===== src/rtl/wrs_pkg.sv =====
// ----------------------------------------------------------------------------
// wrs_pkg
// Shared constants for the weighted random select block.
// ----------------------------------------------------------------------------
package wrs_pkg;

	// fixed field widths of the channels
	localparam int DRAW_BITS      = 32;
	localparam int SLOT_BITS      = 3;

	// register file
	localparam int REG_COUNT      = 8;
	localparam int CFG_FIELD_BITS = 16;
	localparam int CFG_DATA_BITS  = 32;
	localparam int ADDR_BITS      = 5;
	localparam int ADDR_LSB       = 2;

	// levels of the prefix-sum tree, enough for up to eight slots
	localparam int PFX_LEVELS     = 3;

	// parameter defaults
	localparam int DEF_SLOT_COUNT  = 8;
	localparam int DEF_WEIGHT_BITS = 16;

endpackage


===== src/rtl/wrs_cfg.sv =====
// ----------------------------------------------------------------------------
// wrs_cfg
// Weight registers on the APB-style port and the registered prefix-sum
// tree that turns them into running sums per slot.
// ----------------------------------------------------------------------------
module wrs_cfg import wrs_pkg::*; #(
	parameter int SLOT_COUNT = DEF_SLOT_COUNT,
	parameter int STORE_BITS = DEF_WEIGHT_BITS,
	parameter int SUM_BITS   = DEF_WEIGHT_BITS + 3
) (
	input  logic                      clk,
	input  logic                      arst_n,
	input  logic                      psel,
	input  logic                      penable,
	input  logic                      pwrite,
	input  logic [ADDR_BITS-1:0]      paddr,
	input  logic [CFG_DATA_BITS-1:0]  pwdata,
	output logic [CFG_DATA_BITS-1:0]  prdata,
	output logic [SUM_BITS-1:0]       prefix [SLOT_COUNT],
	output logic                      total_zero,
	output logic                      busy
);

	localparam int SETTLE_BITS = $clog2(PFX_LEVELS);
	localparam int REG_IDX_BITS = ADDR_BITS - ADDR_LSB;

	logic [STORE_BITS-1:0]  weight_q [REG_COUNT];
	logic [SUM_BITS-1:0]    lvl_in [PFX_LEVELS][SLOT_COUNT];
	logic [SUM_BITS-1:0]    lvl_q  [PFX_LEVELS][SLOT_COUNT];
	logic [SETTLE_BITS-1:0] settle_q;
	logic [REG_IDX_BITS-1:0] reg_idx;
	logic                   wr_en;

	assign reg_idx = paddr[ADDR_BITS-1:ADDR_LSB];
	assign wr_en   = psel && penable && pwrite;
	assign prdata  = CFG_DATA_BITS'(weight_q[reg_idx]);

	always_ff @(posedge clk or negedge arst_n) begin
		if (!arst_n) begin
			for (int r = 0; r < REG_COUNT; r++) begin
				weight_q[r] <= '0;
			end
			settle_q <= '0;
		end else begin
			if (wr_en) begin
				weight_q[reg_idx] <= pwdata[STORE_BITS-1:0];
				// hold off draws until the new sums reach the last tree level
				settle_q <= SETTLE_BITS'(PFX_LEVELS - 1);
			end else if (settle_q != '0) begin
				settle_q <= settle_q - SETTLE_BITS'(1);
			end
		end
	end

	assign busy = (settle_q != '0);

	// Hillis-Steele prefix sum: an adder per slot at or above 2**l
	for (genvar l = 0; l < PFX_LEVELS; l++) begin : g_lvl
		for (genvar i = 0; i < SLOT_COUNT; i++) begin : g_slot
			if (l == 0) begin : g_src0
				assign lvl_in[l][i] = SUM_BITS'(weight_q[i]);
			end else begin : g_srcn
				assign lvl_in[l][i] = lvl_q[l-1][i];
			end
			if (i >= (1 << l)) begin : g_add
				always_ff @(posedge clk or negedge arst_n) begin
					if (!arst_n) begin
						lvl_q[l][i] <= '0;
					end else begin
						lvl_q[l][i] <= lvl_in[l][i] + lvl_in[l][i - (1 << l)];
					end
				end
			end else begin : g_pass
				always_ff @(posedge clk or negedge arst_n) begin
					if (!arst_n) begin
						lvl_q[l][i] <= '0;
					end else begin
						lvl_q[l][i] <= lvl_in[l][i];
					end
				end
			end
		end
	end

	assign prefix     = lvl_q[PFX_LEVELS-1];
	assign total_zero = (lvl_q[PFX_LEVELS-1][SLOT_COUNT-1] == '0);

endmodule


===== src/rtl/wrs_mod.sv =====
// ----------------------------------------------------------------------------
// wrs_mod
// Pipelined restoring remainder: one draw bit per stage, draw mod total.
// ----------------------------------------------------------------------------
module wrs_mod import wrs_pkg::*; #(
	parameter int SUM_BITS = DEF_WEIGHT_BITS + 3
) (
	input  logic                 clk,
	input  logic                 arst_n,
	input  logic                 in_valid,
	output logic                 in_ready,
	input  logic [DRAW_BITS-1:0] draw,
	input  logic [SUM_BITS-1:0]  total,
	output logic                 out_valid,
	input  logic                 out_ready,
	output logic [SUM_BITS-1:0]  rem
);

	localparam int STEPS = DRAW_BITS;

	logic [STEPS:0]         v_s;
	logic [STEPS+1:0]       rdy;
	logic [DRAW_BITS-1:0]   dr_s  [STEPS];
	logic [SUM_BITS-1:0]    rem_s [STEPS+1];
	logic [SUM_BITS:0]      trial [STEPS];
	logic [SUM_BITS:0]      diff  [STEPS];
	logic [SUM_BITS-1:0]    nxt   [STEPS];

	// a stage may load when it is empty or its contents move on
	assign rdy[STEPS+1] = out_ready;
	for (genvar j = 0; j <= STEPS; j++) begin : g_rdy
		assign rdy[j] = !v_s[j] || rdy[j+1];
	end
	assign in_ready = rdy[0];

	// capture stage
	always_ff @(posedge clk or negedge arst_n) begin
		if (!arst_n) begin
			v_s[0] <= 1'b0;
		end else if (rdy[0]) begin
			v_s[0] <= in_valid;
		end
	end

	always_ff @(posedge clk) begin
		if (rdy[0] && in_valid) begin
			dr_s[0]  <= draw;
			rem_s[0] <= '0;
		end
	end

	// step stages
	for (genvar j = 1; j <= STEPS; j++) begin : g_step
		assign trial[j-1] = {rem_s[j-1], dr_s[j-1][DRAW_BITS-1]};
		assign diff[j-1]  = trial[j-1] - {1'b0, total};
		assign nxt[j-1]   = (trial[j-1] >= {1'b0, total}) ? diff[j-1][SUM_BITS-1:0]
		                                                  : trial[j-1][SUM_BITS-1:0];

		always_ff @(posedge clk or negedge arst_n) begin
			if (!arst_n) begin
				v_s[j] <= 1'b0;
			end else if (rdy[j]) begin
				v_s[j] <= v_s[j-1];
			end
		end

		always_ff @(posedge clk) begin
			if (rdy[j] && v_s[j-1]) begin
				rem_s[j] <= nxt[j-1];
			end
		end

		if (j < STEPS) begin : g_shift
			always_ff @(posedge clk) begin
				if (rdy[j] && v_s[j-1]) begin
					dr_s[j] <= {dr_s[j-1][DRAW_BITS-2:0], 1'b0};
				end
			end
		end
	end

	assign out_valid = v_s[STEPS];
	assign rem       = rem_s[STEPS];

endmodule


===== src/rtl/wrs_pick.sv =====
// ----------------------------------------------------------------------------
// wrs_pick
// Compares the reduced draw against every running sum, then picks the
// lowest slot whose sum exceeds it and holds the result for the receiver.
// ----------------------------------------------------------------------------
module wrs_pick import wrs_pkg::*; #(
	parameter int SLOT_COUNT = DEF_SLOT_COUNT,
	parameter int SUM_BITS   = DEF_WEIGHT_BITS + 3
) (
	input  logic                 clk,
	input  logic                 arst_n,
	input  logic                 in_valid,
	output logic                 in_ready,
	input  logic [SUM_BITS-1:0]  rem,
	input  logic [SUM_BITS-1:0]  prefix [SLOT_COUNT],
	input  logic                 total_zero,
	output logic                 result_valid,
	input  logic                 result_stall,
	output logic [SLOT_BITS-1:0] chosen_slot,
	output logic                 no_weight
);

	logic                  v_s1;
	logic [SLOT_COUNT-1:0] lt_s1;
	logic                  v_s2;
	logic [SLOT_BITS-1:0]  slot_s2;
	logic                  nw_s2;
	logic                  rdy1;
	logic                  rdy2;
	logic [SLOT_BITS-1:0]  enc;

	assign rdy2     = !v_s2 || !result_stall;
	assign rdy1     = !v_s1 || rdy2;
	assign in_ready = rdy1;

	always_ff @(posedge clk or negedge arst_n) begin
		if (!arst_n) begin
			v_s1 <= 1'b0;
			v_s2 <= 1'b0;
		end else begin
			if (rdy1) begin
				v_s1 <= in_valid;
			end
			if (rdy2) begin
				v_s2 <= v_s1;
			end
		end
	end

	always_ff @(posedge clk) begin
		if (rdy1 && in_valid) begin
			for (int i = 0; i < SLOT_COUNT; i++) begin
				lt_s1[i] <= (rem < prefix[i]);
			end
		end
	end

	// lowest set bit wins; a zero-weight slot repeats the previous sum
	always_comb begin
		enc = '0;
		for (int i = SLOT_COUNT - 1; i >= 0; i--) begin
			if (lt_s1[i]) begin
				enc = SLOT_BITS'(i);
			end
		end
	end

	always_ff @(posedge clk) begin
		if (rdy2 && v_s1) begin
			slot_s2 <= total_zero ? '0 : enc;
			nw_s2   <= total_zero;
		end
	end

	assign result_valid = v_s2;
	assign chosen_slot  = slot_s2;
	assign no_weight    = nw_s2;

endmodule


===== src/rtl/weighted_random_select_top.sv =====
// ----------------------------------------------------------------------------
// weighted_random_select_top
// Roulette-wheel selection of a slot from a table of configured weights.
// ----------------------------------------------------------------------------
// Usage:
//   Weights are written over the APB-style port, one 16-bit register per slot
//   at byte address 4*slot. Each draw transaction (draw_valid / draw_stall)
//   carries one random_draw; each returns exactly one result transaction
//   (result_valid / result_stall) with chosen_slot and no_weight, in order.
//   An accepted draw passes one capture stage, 32 remainder stages (one
//   draw bit each, set by the 32-bit draw) and two selection stages on its
//   way to result_valid. Throughput is one draw per cycle while draw_stall
//   and result_stall stay low. After a weight write the new sums pass through
//   the sum tree; draw_stall stays high until the settle counter clears.
//   Reset clears all weights, so draws return slot 0 with no_weight set.
//   When the receiver stalls, the result holds and the stages behind it
//   fill; draw_stall rises only once every stage holds a transaction.
// ----------------------------------------------------------------------------
module weighted_random_select_top import wrs_pkg::*; #(
	parameter int SLOT_COUNT  = DEF_SLOT_COUNT,
	parameter int WEIGHT_BITS = DEF_WEIGHT_BITS
) (
	input  logic                     clk,
	input  logic                     arst_n,
	input  logic                     psel,
	input  logic                     penable,
	input  logic                     pwrite,
	input  logic [ADDR_BITS-1:0]     paddr,
	input  logic [CFG_DATA_BITS-1:0] pwdata,
	output logic [CFG_DATA_BITS-1:0] prdata,
	output logic                     pready,
	input  logic                     draw_valid,
	output logic                     draw_stall,
	input  logic [DRAW_BITS-1:0]     random_draw,
	output logic                     result_valid,
	input  logic                     result_stall,
	output logic [SLOT_BITS-1:0]     chosen_slot,
	output logic                     no_weight
);

	localparam int STORE_BITS = (WEIGHT_BITS < CFG_FIELD_BITS) ? WEIGHT_BITS : CFG_FIELD_BITS;
	localparam int SUM_BITS   = STORE_BITS + $clog2(SLOT_COUNT);

	logic [SUM_BITS-1:0] prefix [SLOT_COUNT];
	logic                total_zero;
	logic                tbl_busy;
	logic                mod_in_ready;
	logic                mod_valid;
	logic                pick_ready;
	logic [SUM_BITS-1:0] rem;

	assign pready     = 1'b1;
	assign draw_stall = !mod_in_ready || tbl_busy;

	wrs_cfg #(
		.SLOT_COUNT (SLOT_COUNT),
		.STORE_BITS (STORE_BITS),
		.SUM_BITS   (SUM_BITS)
	) u_cfg (
		.clk        (clk),
		.arst_n     (arst_n),
		.psel       (psel),
		.penable    (penable),
		.pwrite     (pwrite),
		.paddr      (paddr),
		.pwdata     (pwdata),
		.prdata     (prdata),
		.prefix     (prefix),
		.total_zero (total_zero),
		.busy       (tbl_busy)
	);

	wrs_mod #(
		.SUM_BITS (SUM_BITS)
	) u_mod (
		.clk       (clk),
		.arst_n    (arst_n),
		.in_valid  (draw_valid && !tbl_busy),
		.in_ready  (mod_in_ready),
		.draw      (random_draw),
		.total     (prefix[SLOT_COUNT-1]),
		.out_valid (mod_valid),
		.out_ready (pick_ready),
		.rem       (rem)
	);

	wrs_pick #(
		.SLOT_COUNT (SLOT_COUNT),
		.SUM_BITS   (SUM_BITS)
	) u_pick (
		.clk          (clk),
		.arst_n       (arst_n),
		.in_valid     (mod_valid),
		.in_ready     (pick_ready),
		.rem          (rem),
		.prefix       (prefix),
		.total_zero   (total_zero),
		.result_valid (result_valid),
		.result_stall (result_stall),
		.chosen_slot  (chosen_slot),
		.no_weight    (no_weight)
	);

endmodule


===== config.mk =====
export PLATFORM = sky130hd
export DESIGN_NAME = weighted_random_select_top
export DESIGN_NICKNAME = d
export VERILOG_FILES = /design/src/rtl/wrs_pkg.sv /design/src/rtl/wrs_cfg.sv /design/src/rtl/wrs_mod.sv /design/src/rtl/wrs_pick.sv /design/src/rtl/weighted_random_select_top.sv
export SDC_FILE = /design/constraint.sdc
export NUM_CORES = 2
export LEC_CHECK = 0
export BUFFER_PORTS_ARGS = -buffer_cell sky130_fd_sc_hd__buf_2
export CORE_ASPECT_RATIO = 0.7
export CORE_MARGIN = 4
export CORE_UTILIZATION = 45
export CTS_CLUSTER_SIZE = 10
export DETAILED_ROUTE_END_ITERATION = 7
export GPL_TIMING_DRIVEN = 0
export HOLD_SLACK_MARGIN = 0.08
export PLACE_DENSITY = 0.69
export SYNTH_ARGS = -nofsm -noshare
export SYNTH_HDL_FRONTEND = slang
export SYNTH_SLANG_ARGS = --single-unit

===== constraint.sdc =====
create_clock -name clk -period 5.3 [get_ports clk]
set_clock_uncertainty 0.2 [all_clocks]
set_input_delay 1.59 -clock clk [delete_from_list [all_inputs] [get_ports clk]]
set_output_delay 1.59 -clock clk [all_outputs]
set_load 0.01 [all_outputs]

Word level (Yosys, flattened, before mapping)
Memories as Yosys holds them, arrays and structs flattened.
Index checks and enable logic that the tools add are counted.
{"block": "totals", "ff_bits": 624, "ramBits": 1651, "inputBits": 76, "word_cells": 400, "n_memories": 2}
{"block": "op_classes", "n_addsub": 50, "magnitude_cmp": 42, "muxes": 113, "n_bitwise": 1, "reduce_logical": 119}
{"memory": "u_mod.dr_s", "depth": 32, "width": 32, "rd": 32, "rd_clocked_by_memory_dff": 0, "wr": 32, "line": "wrs_mod.sv:23", "source": "logic [DRAW_BITS-1:0] dr_s [STEPS];"}
{"memory": "u_mod.rem_s", "depth": 33, "width": 19, "rd": 33, "rd_clocked_by_memory_dff": 0, "wr": 33, "line": "wrs_mod.sv:24", "source": "logic [SUM_BITS-1:0] rem_s [STEPS+1];"}
{"operator": "20-bit by 19-bit greater-or-equal comparator with 1-bit output", "count": 32}
{"operator": "19-bit 2-to-1 mux", "count": 32}
{"operator": "19-bit subtractor", "count": 32}
{"operator": "19-bit adder", "count": 8}
{"operator": "19-bit < comparator", "count": 7}
{"operator": "128-bit bitwise mux", "count": 1}
{"operator": "16-bit by 16-bit adder with 17-bit output", "count": 7}
{"operator": "1-bit 2-to-1 mux", "count": 67}
{"operator": "16-bit binary-select mux with 3-bit select", "count": 1}
{"operator": "16-bit demux with 3-bit select", "count": 1}
{"operator": "16-bit 2-to-1 mux", "count": 3}
{"operator": "1-bit logical AND", "count": 39}
{"operator": "19-bit by 16-bit adder with 19-bit output", "count": 2}
{"operator": "1-bit zero test", "count": 38}
{"operator": "1-bit logical OR", "count": 36}
{"operator": "19-bit zero test", "count": 1}
{"operator": "19-bit by 16-bit < comparator with 1-bit output", "count": 1}
{"operator": "3-bit 2-to-1 mux", "count": 4}
{"operator": "2-bit 2-to-1 mux", "count": 4}
{"operator": "5-bit OR reduction", "count": 1}
{"operator": "4-bit greater-or-equal comparator (second input constant)", "count": 1}
{"operator": "4-bit by 1-bit < comparator with 1-bit output (second input constant)", "count": 1}
{"operator": "3-bit inverter with 4-bit output", "count": 1}
{"operator": "2-bit nonzero test", "count": 2}
{"operator": "other kinds (3)", "count": 3}

Logic depth before layout (Yosys ltp)
{"block": "depth", "word_depth": 39, "ltp_mapped": 15, "mapped_depth_nobuf": 13}

Cells and area by module
A second synthesis with hierarchy kept.
{"block": "hier_totals", "cells_unflattened": 9163, "area_unflattened_um2": 102788.6}
{"module": "wrs_mod", "instances": 1, "cells_per_inst": 5964, "area_each_um2": 69133.8, "seq_area_each_um2": 34938.5}
{"module": "wrs_cfg", "instances": 1, "cells_per_inst": 2662, "area_each_um2": 29535.8, "seq_area_each_um2": 13788.2}
{"module": "wrs_pick", "instances": 1, "cells_per_inst": 533, "area_each_um2": 4095.2, "seq_area_each_um2": 410.4}
{"module": "weighted_random_select_top", "instances": 1, "cells_per_inst": 4, "area_each_um2": 23.8, "seq_area_each_um2": 0.0}

Worst setup path before layout
Ideal clock, no wire load.
{"block": "synth_path", "path_kind": "in2reg", "start": "in result_stall", "end": "mem u_mod.dr_s[5][5] (netlist: u_mod.dr_s[0][165]), enable pin", "setup_time_ns": 0.520, "arrival_ns": 6.001, "t_required_ns": 4.580, "slack_ns": -1.421, "cell_stages": 9, "path_cell_list": "nand4_1 nor2_1 and2_1 clkbuf_1 nand4_1 nor3_1 and3_1 clkbuf_1 a21boi_0"}
{"item": "from (decl)", "line": "weighted_random_select_top.sv:36", "source": "input logic result_stall,"}
{"item": "to (decl)", "line": "wrs_mod.sv:23"}

Worst setup path after layout
{"block": "layout_path", "start": "in result_stall", "end": "out draw_stall"}
{"block": "layout_via", "elab_chain_cells": 38}
{"item": "1-bit zero test", "line": "wrs_pick.sv:32", "source": "assign rdy2 = !v_s2 || !result_stall;"}
{"item": "1-bit logical OR", "line": "wrs_pick.sv:32"}
{"item": "1-bit logical OR", "line": "wrs_pick.sv:33", "source": "assign rdy1 = !v_s1 || rdy2;"}
{"item": "1-bit logical OR (33 in series)", "line": "wrs_mod.sv:32", "source": "assign rdy[j] = !v_s[j] || rdy[j+1];"}
{"item": "1-bit zero test", "line": "weighted_random_select_top.sv:53", "source": "assign draw_stall = !mod_in_ready || tbl_busy;"}
{"item": "1-bit logical OR", "line": "weighted_random_select_top.sv:53"}
{"item": "to (decl)", "line": "weighted_random_select_top.sv:33", "source": "output logic draw_stall,"}
No other way between the ends.

==> impl_metrics.yaml <==
run_status:
  status: "complete, but fails checks"
  failed_checks: "negative setup slack"
drt:
  dr_wl_met3_mm: 25.15
  top_layer: "met5"
  drt_iter0_markers: 7467
  vias: 69858
  wl_met1_mm: 128.4
  wl_mm: 261.9
  first_pass_iters: 7
  route.met2.wl_mm: 102.1
  viasPerCell: 5.835
  drc: 0
  avgRoutedWirePerCell_microns: 21.87
  drtAntennaViolNets: 0
clock_tree:
  cts_sinks: 1734
  cts_max_path_buffers: 4
  clkLatencyLatePin_ns: 0.87
  clkTransAtPathRegs_ns: 0.05
  cts_buffers: 203
  htree_levels: 4
  cts_tree: "built"
  cts_root_buffer: "clkbuf_16"
  cts_hold_buf: 0
job:
  drv_cap: 0
placement:
  numPortBuffers: 75
  gp_congestion: 0.9379
  placed_area_sq_um: 104500
  hpwl_mm: 193.0
synthesis:
  yosysWarnings: 0
  synth_cell_types: 83
  syn_avg_cell_area_sq_um: 11.53
  synth_ff_type: "edfxtp_1"
  synth_seq_cells: 1734
  synthArstFlopShare_pct: 33.79
  synth_cells: 8618
  synth_edf_count: 1148
  netlist_area_sq_um: 99350
  ys_seq_area_share_pct: 49.46
finish:
  seqCellArea_sq_um: 49140
  multiInputGateArea_sq_um: 48300
  fill_cells: 18718
  nNetsFinal: 10123
  drive_gt1_share_pct: 10.95
  fin_area_sq_um: 110600
  area_delta_synth_final_pct: 11.32
  utilization_pct: 50.66
timing:
  maxSlewViolCount: 0
  fmax_mhz: 182.6
  fin_ws_ns: -0.1757
  slew_headroom_pct: 11.10
  period_needed_ns: 5.476
  report.final.hold_viol_count: 0
  setup_violations: 2
  worst_pin_slew_ns: 1.334
  rsz0062_at_grt: "yes"
  finalCritPeriodShare_pct: 103.3
setup_path:
  cp_max_fo: 3
  startpoint: "result_stall"
  worstPathArrival_ns: 3.69
  timing.critical_path.to: "draw_stall"
  reg2regPathDepth: 14
  reg2reg_from: "u_cfg.prefix[8]"
  worstSetupStartpointType: "input port"
  rr_endpoint: "u_mod.rem_s[28][4]"
  cp.required_ns: 3.51
  end_kind: "output pin"
  critPathKind: "in2out"
  reg2reg_setup_slack_ns: 0.20
grt:
  grt_pass1_vias: 67301
  grt_max_degree: 120
  grt_usage_pct: 22.30
  grt_overflow_total: 0
  grt_pass1_wl_mm: 399.6
  antenna_found_initial: 16
floorplanning:
  placementRows: 143
  core-area_sq_um: 218300
  ios: 115
  chipWidth_microns: 569.6
  die_h_microns: 401.1
  initial_core_util_pct: 45.51
  design.die.area_sq_um: 228500
min_path:
  hold_path_depth: 0
  min_path_type: "reg2reg"
==> kinds of logic (layout without fill, tap and decap cells) <==
group | count (synthesis) | in the layout | share of synthesized area (%)
and+or+nand+nor | 1928 | 1928 | 9.458
DFF | 1734 | 1734 | 49.46
adders and majority gates | 1059 | 1059 | 13.70
xor gates and xnor gates | 685 | 685 | 6.039
AOI/OAI and AO/OA | 2149 | 2149 | 13.74
other | 2 | 19 | 0.007559
muxes | 467 | 467 | 5.253
buffers and inverters | 594 | 1032 | 2.344
==> worst max-delay path, cell delays in order <==
cell and delay (ns):
buf_6 0.07, nand4_1 0.10, buf_6 0.16, nor2_4 0.10, and2_4 0.21, nand4_1 0.19, nor3_4 0.24, and3_4 0.22
nand4_1 0.17, nor2_4 0.27, nand3_2 0.12, nand2_1 0.09, buf_2 0.13
==> timing repair <==
action,CTS,global route
endpoints found under the setup margin,101,106
setup buffers,34,6
pin swaps,9,9
resized for setup,39,14
==> cells in the mapped netlist, types with 42 or more instances <==
library cell / instances / area (sq um)
ha_1: 1011 / 12650
a211oi_1: 63 / 473.0
inv_1: 463 / 1738
nand4_1: 116 / 725.7
nor2_1: 609 / 2286
o21ai_0: 329 / 1647
clkbuf_1: 97 / 364.1
nor3_1: 195 / 975.9
a22oi_1: 64 / 480.5
a21o_1: 254 / 1907
fa_1: 48 / 960.9
o21a_1: 141 / 1059
or2_2: 42 / 262.8
nor2b_1: 139 / 869.6
xnor2_1: 470 / 4116
xor2_1: 215 / 1883
edfxtp_1: 1148 / 34470
a21oi_1: 795 / 3979
nand2b_1: 107 / 669.4
or3_1: 71 / 444.2
mux2_2: 433 / 4876
a21boi_0: 52 / 390.4
dfrtp_1: 586 / 14660
nand2_1: 344 / 1291
and2_1: 59 / 369.1
nand3_1: 113 / 565.5
o21bai_1: 78 / 585.6
o211ai_1: 54 / 405.4
a31oi_1: 52 / 325.3
==> per-layer routing <==
metal | global-route usage [%] | up-vias
met5 | 0 | -
met4 | 5.237 | 14
met3 | 5.394 | 439
met2 | 30.30 | 2733
met1 | 35.28 | 33948
li1 | - | 32724
==> state kept, by name, indices dropped and copies added, names as in the netlist <==
register             count
u_mod.dr_s             528
u_pick.result_valid      1
u_mod.v_s               32
u_cfg.settle_q           2
u_pick.chosen_slot       3
u_mod.out_valid          1
u_pick.lt_s1             8
u_pick.no_weight         1
u_cfg.prefix           145
u_pick.v_s1              1
u_cfg.lvl_in           404
u_mod.rem_s            608
==> worst min path at each step <==
stage	to	start	slack, ns
2_1_floorplan	u_cfg.lvl_in[114]	u_cfg.lvl_in[266]	0.16
3_5_place_dp	u_cfg.prefix[122]	u_cfg.lvl_in[122]	0.17
5_1_grt	u_cfg.prefix[114]	u_cfg.lvl_in[114]	0.18
3_3_place_gp	u_cfg.prefix[114]	u_cfg.lvl_in[114]	0.16
6_report	u_mod.dr_s[1][314]	u_mod.dr_s[1][281]	0.17
4_1_cts	u_mod.dr_s[1][314]	u_mod.dr_s[1][281]	0.16
==> cell type report <==
cell class                      count  share of cell area (%)
Sequential cell                  1734                   44.44
Multi-Input combinational cell   6305                   43.67
Clock buffer                      276                   4.907
Tap cell                         2900                   3.281
Inverter                          465                   1.608
Timing Repair Buffer              155                   1.401
Buffer                            124                  0.5227
Clock inverter                     12                  0.1652
Antenna cell                        2                0.004525
==> stage by stage <==
step                       TNS, ns  hold WS, ns  worst slack (ns)  instances
after floorplan             -9.499       0.1574           -0.2065       8633
after global placement    -6839.86       0.1627            -10.43      11608
after detailed placement   -171.82       0.1652            -2.080      11650
after CTS                  -0.1653       0.1647           -0.1653      11967
after global routing       -0.2859       0.1801           -0.2859      11973
final                      -0.1866       0.1711           -0.1757      11973
==> cells in the final DEF (no fill, tap or decap), types with 54 or more instances in the layout <==
cell type	instances
mux2_2	433
inv_1	446
nand2_1	343
o21a_1	140
ha_1	1011
clkbuf_1	149
nor2b_1	130
o211ai_1	54
xnor2_1	470
o21ai_0	329
nor2_1	605
o21bai_1	78
or3_1	71
nand3_1	112
nand4_1	116
clkbuf_16	205
buf_2	83
a21oi_1	794
nand2b_1	107
nor3_1	191
xor2_1	215
a22oi_1	64
edfxtp_1	1148
dfrtp_1	584
a21o_1	254
a211oi_1	63
Power is left out: the tool's default activity adds up to more than one toggle a clock period on the data nets, which glitch-free logic cannot reach.
